===== config.mk =====
export PLATFORM = sky130hd
export DESIGN_NAME = packed_sorted_remainder_store
export DESIGN_NICKNAME = d
export VERILOG_FILES = /design/src/sv/psrs_pkg.sv /design/src/sv/psrs_cell.sv /design/src/sv/psrs_pick.sv /design/src/sv/packed_sorted_remainder_store.sv
export SDC_FILE = /design/constraint.sdc
export NUM_CORES = 2
export LEC_CHECK = 0
export BUFFER_PORTS_ARGS = -buffer_cell sky130_fd_sc_hd__buf_2
export CAP_MARGIN = 20
export CORE_UTILIZATION = 55
export CTS_CLUSTER_SIZE = 24
export DETAILED_ROUTE_END_ITERATION = 6
export GPL_TIMING_DRIVEN = 0
export MAX_ROUTING_LAYER = met4
export PLACE_DENSITY = 0.83
export SYNTH_ARGS = -nofsm -noshare
export SYNTH_HDL_FRONTEND = slang
export SYNTH_SLANG_ARGS = --single-unit

===== constraint.sdc =====
create_clock -name clock -period 10.4 [get_ports clock]
set_input_delay 1.04 -clock clock [delete_from_list [all_inputs] [get_ports clock]]
set_output_delay 1.04 -clock clock [all_outputs]
set_load 0.05 [all_outputs]

===== src/sv/psrs_pkg.sv =====
// Package for the packed sorted remainder store.
// Holds the command codes, the transaction structs, the per-cell control struct and defaults.
// No dependencies.
`timescale 1ns / 1ps

package psrs_pkg;

   localparam int SLOT_COUNT_DEFAULT     = 64;
   localparam int REMAINDER_BITS_DEFAULT = 8;
   localparam int WORD_BITS              = 32;

   typedef enum logic [1:0] {
      CMD_LOOKUP = 2'd0,
      CMD_INSERT = 2'd1,
      CMD_REMOVE = 2'd2,
      CMD_SPARE  = 2'd3
   } psrs_cmd_type;

   typedef struct packed {
      psrs_cmd_type cmd;
      logic [6:0]   range_first_slot;
      logic [6:0]   range_end_slot;
      logic [7:0]   key_remainder;
   } psrs_req_type;

   typedef struct packed {
      logic       hit;
      logic [6:0] stored_count;
   } psrs_rsp_type;

   typedef struct packed {
      logic load_key;
      logic take_left;
      logic take_right;
   } psrs_cell_ctrl_type;

endpackage


===== src/sv/psrs_cell.sv =====
// One slot cell of the remainder store: holds a remainder, compares it with the key
// and loads the key or takes its neighbour's value on a shift. Depends on psrs_pkg.
`timescale 1ns / 1ps

module psrs_cell import psrs_pkg::*; #(
   parameter int REMAINDER_BITS = REMAINDER_BITS_DEFAULT,
   parameter int IDX_W          = 7,
   parameter int CELL_INDEX     = 0,
   parameter int VALID_BITS     = REMAINDER_BITS_DEFAULT
) (
   input  logic                      clock,
   input  logic                      reset,
   input  logic [REMAINDER_BITS-1:0] key,
   input  logic [IDX_W-1:0]          range_first,
   input  logic [IDX_W-1:0]          range_end,
   input  psrs_cell_ctrl_type        ctrl,
   input  logic [REMAINDER_BITS-1:0] left_value,
   input  logic [REMAINDER_BITS-1:0] right_value,
   output logic [REMAINDER_BITS-1:0] value,
   output logic                      ge_flag,
   output logic                      eq_flag
);

   localparam logic [IDX_W-1:0] INDEX = IDX_W'(CELL_INDEX);
   localparam logic [REMAINDER_BITS-1:0] KEEP_MASK =
      {REMAINDER_BITS{1'b1}} << (REMAINDER_BITS - VALID_BITS);

   logic [REMAINDER_BITS-1:0] value_ff;
   logic [REMAINDER_BITS-1:0] value_in;
   logic                      ge_ff;
   logic                      ge_in;
   logic                      eq_ff;
   logic                      eq_in;
   logic                      in_range;

   always_comb begin
      if (ctrl.take_right) begin
         value_in = right_value;
      end else if (ctrl.take_left) begin
         value_in = left_value;
      end else if (ctrl.load_key) begin
         value_in = key;
      end else begin
         value_in = value_ff;
      end
   end

   assign in_range = (INDEX >= range_first) && (INDEX < range_end);
   assign ge_in    = in_range && (value_ff >= key);
   assign eq_in    = in_range && (value_ff == key);

   always_ff @(posedge clock) begin
      if (reset) begin
         value_ff <= '0;
      end else begin
         value_ff <= value_in & KEEP_MASK;
      end
   end

   always_ff @(posedge clock) begin
      ge_ff <= ge_in;
      eq_ff <= eq_in;
   end

   assign value   = value_ff;
   assign ge_flag = ge_ff;
   assign eq_flag = eq_ff;

endmodule


===== src/sv/psrs_pick.sv =====
// Range-limited priority pick over the cell flags of the remainder store.
// Finds the first slot at or above the key and drives the shift controls of every cell.
// Depends on psrs_pkg.
`timescale 1ns / 1ps

module psrs_pick import psrs_pkg::*; #(
   parameter int CELL_COUNT = 64,
   parameter int IDX_W      = 7
) (
   input  logic [CELL_COUNT-1:0] ge_flags,
   input  logic [CELL_COUNT-1:0] eq_flags,
   input  logic [IDX_W-1:0]      range_max,
   input  psrs_cmd_type          cmd,
   input  logic                  apply,
   output psrs_cell_ctrl_type    ctrl [CELL_COUNT],
   output logic                  eq_found
);

   localparam int LEVELS = (CELL_COUNT > 1) ? $clog2(CELL_COUNT) : 1;

   logic [CELL_COUNT-1:0] prefix [LEVELS+1];
   logic [CELL_COUNT-1:0] sel;
   logic [CELL_COUNT-1:0] after;
   logic                  do_insert;
   logic                  do_remove;

   assign prefix[0] = ge_flags;

   for (genvar lv = 0; lv < LEVELS; lv++) begin : g_level
      for (genvar i = 0; i < CELL_COUNT; i++) begin : g_bit
         if (i >= (1 << lv)) begin : g_or
            assign prefix[lv+1][i] = prefix[lv][i] | prefix[lv][i-(1<<lv)];
         end else begin : g_pass
            assign prefix[lv+1][i] = prefix[lv][i];
         end
      end
   end

   assign eq_found  = |(sel & eq_flags);
   assign do_insert = apply && (cmd == CMD_INSERT);
   assign do_remove = apply && (cmd == CMD_REMOVE) && eq_found;

   for (genvar i = 0; i < CELL_COUNT; i++) begin : g_cell
      localparam logic [IDX_W-1:0] INDEX = IDX_W'(i);
      assign after[i] = prefix[LEVELS][i] || (INDEX >= range_max);
      if (i == 0) begin : g_head
         assign sel[i]            = ge_flags[i];
         assign ctrl[i].load_key  = do_insert && after[i];
         assign ctrl[i].take_left = 1'b0;
      end else begin : g_body
         assign sel[i]            = ge_flags[i] && !prefix[LEVELS][i-1];
         assign ctrl[i].load_key  = do_insert && after[i] && !after[i-1];
         assign ctrl[i].take_left = do_insert && after[i-1];
      end
      assign ctrl[i].take_right = do_remove && after[i];
   end

endmodule


===== src/sv/packed_sorted_remainder_store.sv =====
// Top level of the packed sorted remainder store: request register, sequencer,
// the chain of slot cells and the priority pick. Depends on psrs_pkg, psrs_cell, psrs_pick.
`timescale 1ns / 1ps

// A transaction is taken on the rising edge where start is high and busy is low; its
// payload names a command (lookup, insert, remove), a slot range and a remainder key.
// Every transaction gives exactly one response, shown on rsp_payload for one cycle
// while rsp_strobe is high. The receiver cannot stall, so nothing is held back.
// The store is a row of cells, one per remainder slot plus any slack bits of the last
// word. In the compare state every cell compares its slot with the key and registers the
// result. In the apply state a parallel-prefix priority pick over those flags finds the
// position, and every cell then loads the key or its left or right neighbour at once.
// The response appears on the cycle after that. Busy is high only in the compare cycle,
// so a new transaction may be taken during the shift cycle, before the response to the
// previous one appears.
// A synchronous reset clears every slot and the occupancy count; no clearing pass is
// needed, and a transaction may be started on the first cycle after reset.
module packed_sorted_remainder_store import psrs_pkg::*; #(
   parameter int SLOT_COUNT     = SLOT_COUNT_DEFAULT,
   parameter int REMAINDER_BITS = REMAINDER_BITS_DEFAULT
) (
   input  logic         clock,
   input  logic         reset,
   input  logic         start,
   output logic         busy,
   input  psrs_req_type req_payload,
   output logic         rsp_strobe,
   output psrs_rsp_type rsp_payload
);

   localparam int TOTAL_BITS =
      ((SLOT_COUNT * REMAINDER_BITS + WORD_BITS - 1) / WORD_BITS) * WORD_BITS;
   localparam int CELL_COUNT = (TOTAL_BITS + REMAINDER_BITS - 1) / REMAINDER_BITS;
   localparam int LAST_BITS  = TOTAL_BITS - (CELL_COUNT - 1) * REMAINDER_BITS;
   localparam int IDX_W      = $clog2(CELL_COUNT + 1);
   localparam int CLAMP_W    = (IDX_W > 7) ? IDX_W : 7;
   localparam int OCC_W      = $clog2(SLOT_COUNT + 1);

   typedef enum logic [2:0] {
      ST_IDLE    = 3'b001,
      ST_COMPARE = 3'b010,
      ST_APPLY   = 3'b100
   } psrs_state_type;

   psrs_state_type state_ff;
   psrs_state_type state_in;

   logic                      accept;
   psrs_cmd_type              cmd_ff;
   logic [REMAINDER_BITS-1:0] key_ff;
   logic [IDX_W-1:0]          first_ff;
   logic [IDX_W-1:0]          end_ff;
   logic [IDX_W-1:0]          max_ff;
   logic [REMAINDER_BITS+7:0] key_wide;
   logic [CLAMP_W-1:0]        first_wide;
   logic [CLAMP_W-1:0]        end_wide;
   logic [IDX_W-1:0]          first_clamped;
   logic [IDX_W-1:0]          end_clamped;

   logic [OCC_W-1:0]          occ_ff;
   logic [OCC_W-1:0]          occ_in;
   logic [OCC_W+6:0]          occ_wide;
   logic                      strobe_ff;
   psrs_rsp_type              rsp_ff;
   psrs_rsp_type              rsp_in;

   logic [REMAINDER_BITS-1:0] cell_value [CELL_COUNT];
   logic [CELL_COUNT-1:0]     ge_flags;
   logic [CELL_COUNT-1:0]     eq_flags;
   psrs_cell_ctrl_type        cell_ctrl [CELL_COUNT];
   logic                      apply;
   logic                      eq_found;

   assign busy   = (state_ff == ST_COMPARE);
   assign accept = start && !busy;
   assign apply  = (state_ff == ST_APPLY);

   always_comb begin
      state_in = state_ff;
      unique case (state_ff)
         ST_IDLE: begin
            if (start) state_in = ST_COMPARE;
         end
         ST_COMPARE: begin
            state_in = ST_APPLY;
         end
         ST_APPLY: begin
            state_in = start ? ST_COMPARE : ST_IDLE;
         end
         default: begin
            state_in = ST_IDLE;
         end
      endcase
   end

   always_ff @(posedge clock) begin
      if (reset) begin
         state_ff  <= ST_IDLE;
         strobe_ff <= 1'b0;
         occ_ff    <= '0;
      end else begin
         state_ff  <= state_in;
         strobe_ff <= apply;
         occ_ff    <= occ_in;
      end
   end

   assign key_wide   = (REMAINDER_BITS + 8)'(req_payload.key_remainder);
   assign first_wide = CLAMP_W'(req_payload.range_first_slot);
   assign end_wide   = CLAMP_W'(req_payload.range_end_slot);

   always_comb begin
      first_clamped = (first_wide > CLAMP_W'(SLOT_COUNT)) ?
                      IDX_W'(SLOT_COUNT) : first_wide[IDX_W-1:0];
      end_clamped   = (end_wide > CLAMP_W'(SLOT_COUNT)) ?
                      IDX_W'(SLOT_COUNT) : end_wide[IDX_W-1:0];
   end

   always_ff @(posedge clock) begin
      if (accept) begin
         cmd_ff   <= req_payload.cmd;
         key_ff   <= key_wide[REMAINDER_BITS-1:0];
         first_ff <= first_clamped;
         end_ff   <= end_clamped;
         max_ff   <= (first_clamped >= end_clamped) ? first_clamped : end_clamped;
      end
   end

   for (genvar i = 0; i < CELL_COUNT; i++) begin : g_cell
      logic [REMAINDER_BITS-1:0] left_value;
      logic [REMAINDER_BITS-1:0] right_value;
      if (i == 0) begin : g_left_edge
         assign left_value = '0;
      end else begin : g_left
         assign left_value = cell_value[i-1];
      end
      if (i == CELL_COUNT - 1) begin : g_right_edge
         assign right_value = '0;
      end else begin : g_right
         assign right_value = cell_value[i+1];
      end

      psrs_cell #(
         .REMAINDER_BITS (REMAINDER_BITS),
         .IDX_W          (IDX_W),
         .CELL_INDEX     (i),
         .VALID_BITS     ((i == CELL_COUNT - 1) ? LAST_BITS : REMAINDER_BITS)
      ) u_cell (
         .clock       (clock),
         .reset       (reset),
         .key         (key_ff),
         .range_first (first_ff),
         .range_end   (end_ff),
         .ctrl        (cell_ctrl[i]),
         .left_value  (left_value),
         .right_value (right_value),
         .value       (cell_value[i]),
         .ge_flag     (ge_flags[i]),
         .eq_flag     (eq_flags[i])
      );
   end

   psrs_pick #(
      .CELL_COUNT (CELL_COUNT),
      .IDX_W      (IDX_W)
   ) u_pick (
      .ge_flags  (ge_flags),
      .eq_flags  (eq_flags),
      .range_max (max_ff),
      .cmd       (cmd_ff),
      .apply     (apply),
      .ctrl      (cell_ctrl),
      .eq_found  (eq_found)
   );

   always_comb begin
      occ_in = occ_ff;
      if (apply) begin
         case (cmd_ff)
            CMD_INSERT: begin
               if (occ_ff < OCC_W'(SLOT_COUNT)) occ_in = occ_ff + OCC_W'(1);
            end
            CMD_REMOVE: begin
               if (eq_found && (occ_ff != '0)) occ_in = occ_ff - OCC_W'(1);
            end
            default: begin
               occ_in = occ_ff;
            end
         endcase
      end
   end

   assign occ_wide            = (OCC_W + 7)'(occ_in);
   assign rsp_in.hit          = eq_found && (cmd_ff != CMD_INSERT);
   assign rsp_in.stored_count = occ_wide[6:0];

   always_ff @(posedge clock) begin
      if (apply) begin
         rsp_ff <= rsp_in;
      end
   end

   assign rsp_strobe  = strobe_ff;
   assign rsp_payload = rsp_ff;

endmodule


==> results.json <==
{
  "synthesis.area_um2": 48600,
  "htreeDepth": 3,
  "core_area_um2": 87200,
  "critPathLaunchType": "register",
  "cts_num_sinks": 690,
  "synth_edf_count": 39,
  "drt_iter0_markers": 7565,
  "power.density_nw_per_um2": 122,
  "root_buffer": "clkbuf_16",
  "leakagePower_nw": 24.2,
  "slew_headroom": 0.130,
  "postCtsSetupBuffers": 0,
  "met2_usage": 0.692,
  "fmax_mhz": 163,
  "seqCellArea_um2": 14200,
  "io_buffers": 35,
  "die_area_um2": 89500,
  "antenna_found_initial": 19,
  "grt_busiest_layer": "met2",
  "drtAntennaViolNets": 0,
  "grt_pass1_wl_mm": 320,
  "finClkSkew_ns": 0.0314,
  "overflow": 0,
  "die_x_um": 299,
  "final-setup-viol-count": 0,
  "clock_latency_ns": 0.69,
  "ir_worst_vdd_uv": 132,
  "grt_pass1_vias": 48000,
  "final_util": 0.620,
  "drt_wl_total_mm": 224,
  "synth_top_area_frac": 0.268,
  "synth_flop_cell": "dfxtp_1",
  "cts-resized-gates": 0,
  "die_h_um": 299,
  "hold_path_class": "reg -> reg",
  "dp_hpwl_mm": 168,
  "period_share": 0.591,
  "rsz0062_at_grt": "false",
  "ys_warn_count": 0,
  "dr.pass1.iters": 7,
  "tightest_slew_ns": 1.29,
  "status": "complete, but fails checks",
  "min-delay-start": "state_ff[1]",
  "drc": 6,
  "cts_hold_buf": 0,
  "arrival_ns": 6.72,
  "grt_max_degree": 45,
  "rows": 108,
  "dr_total_vias": 51400,
  "final.setup.tns_ns": 0,
  "regToRegSetupSlack_ns": 4.26,
  "synthCells": 5931,
  "gp_congestion": 1.11,
  "gr-usage-met1": 0.607,
  "n_fill_cell": 7538,
  "syn-num-nets": 6482,
  "cts_buffer_depth": 3,
  "io_pins": 37,
  "grt_usage": 0.497,
  "r2r_start": "g_cell[20].u_cell.ge_flag",
  "ys_ff_latch": 690,
  "postSynthAreaPerCell_um2": 8.19,
  "crit_path_start": "g_cell[20].u_cell.ge_flag",
  "synth-seq-area-share": 0.292,
  "wl_per_cell_um": 30.4,
  "finalMaxSlewViolations": 0,
  "use_met3": 0.156,
  "numCtsBuffers": 82,
  "yosys.area.top_type": "dfxtp_1",
  "floorplan.initialDensity": 0.557,
  "reg2reg_to": "g_cell[56].u_cell.value[2]",
  "tritoncts": "built",
  "synthArstFlopShare": 0,
  "worstSetupPathType": "reg -> reg",
  "finalCriticalPeriod_ns": 6.14,
  "drive_above_1_share": 0.0624,
  "netlist_top_cells_area": "dfxtp_1, ha_1, mux2i_1",
  "path_max_fanout": 10,
  "vias_per_cell": 6.99,
  "nets": 6668,
  "violations": "DRC",
  "multiInputGateArea_um2": 32000,
  "cp-end-kind": "register",
  "ff2ff_path_depth": 11,
  "whs_endpoint": "state_ff[1]",
  "hold_path_depth": 1,
  "hold_viol_final": 0,
  "ys_types": 83,
  "crit_required_ns": 10.98,
  "path_clk_slew_ns": 0.07,
  "maxCapViolations": 0,
  "area_growth_pct": 11.3
}
## worst max-delay path, cell delays in order, from the launching register on
cell and delay, ns:
dfxtp_1 0.45, nor4_1 0.78, nand4_1 0.67, nor4_1 1.17
nand2_1 0.30, and4_1 0.31, buf_1 0.32, a21oi_4 0.63
buf_2 0.59, buf_2 0.44, nand3_1 0.13, a21oi_1 0.18
## layout make-up
cell class	instances	area share
repair buffers	102	0.0220
inverters	192	0.0133
multi-input cells	4642	0.592
well taps	1155	0.0267
diodes	18	0.000833
plain buffers	407	0.0314
flip-flops and latches	690	0.263
clock buffers	121	0.0452
clock inverters	30	0.00562
## layer usage
layer	wire length, um	up-vias	part of all wire
met2	90100	3700	0.40
met1	85000	24200	0.38
li1	-	22400	-
met5	0	-	0
met3	30500	1035	0.14
met4	18300	0	0.082
## Yosys cell counts, drive strengths merged (84+ instances only)
master / number
nor2: 800
inv: 184
a21o: 223
clkbuf: 335
nand4: 152
o41ai: 84
mux2i: 467
a211oi: 113
dfxtp: 651
nand2: 337
nand2b: 88
a21oi: 599
o21ai: 337
nor3: 108
ha: 524
a22o: 176
## power breakdown
part / switching (mW) / internal (mW)
Combinational: 0.675 / 0.243
Sequential: 0.0137 / 2.68
Clock: 1.26 / 1.75
Total: 1.95 / 4.68
## sequential cells by signal, indices dropped and copies added, names as in the netlist
signal                 count
rsp_payload                8
end_ff                     7
max_ff                     7
cmd_ff                     2
occ_ff                     7
first_ff                   7
rsp_strobe                 1
key_ff                     8
g_cell.u_cell.ge_flag     64
g_cell.u_cell.eq_flag     64
g_cell.u_cell.value      512
state_ff                   3
## cell families after synthesis
group,share of synthesized area
AOI/OAI and AO/OA,0.256
xor gates and xnor gates,0.000180
adders and majority gates,0.135
buffers and inverters,0.0487
DFF,0.292
muxes,0.0983
and+or+nand+nor,0.170
## worst max-delay path by stage
stage	end	slack (ns)	cells after the start
final	g_cell[56].u_cell.value[2]	4.26	11
after global routing	g_cell[56].u_cell.value[1]	4.43	11
after CTS	g_cell[56].u_cell.value[2]	4.70	13
after detailed placement	g_cell[56].u_cell.value[2]	4.74	13
after global placement	g_cell[15].u_cell.ge_flag	2.70	12
after floorplan	g_cell[63].u_cell.ge_flag	6.47	12
## placed cells by master, fill, tap and decap left out, types with 88 or more instances in the layout
master	count
nand4_1	152
a21o_1	223
inv_1	184
nor3_1	96
nand2b_1	88
nand2_1	337
dfxtp_1	651
o21ai_0	325
a211oi_1	112
clkbuf_1	325
mux2i_1	467
a21oi_1	589
nor2_1	800
ha_1	524
a22o_1	176
## stage by stage
| stage | hold slack, ns | instances | setup slack [ns] | power [mW] | cell area [um^2] |
|---|---|---|---|---|---|
| final | 0.481 | 7357 | 4.26 | 6.62 | 54100 |
| after CTS | 0.489 | 7325 | 4.70 | 6.53 | 53900 |
| after detailed placement | 0.479 | 7174 | 4.74 | 3.60 | 51200 |
| after global placement | 0.441 | 7121 | 2.70 | 3.55 | 50200 |
| after global routing | 0.514 | 7354 | 4.43 | 6.72 | 54100 |
| after floorplan | 0.425 | 5931 | 6.47 | 3.20 | 48600 |
Power figures use the tool's default switching activity.
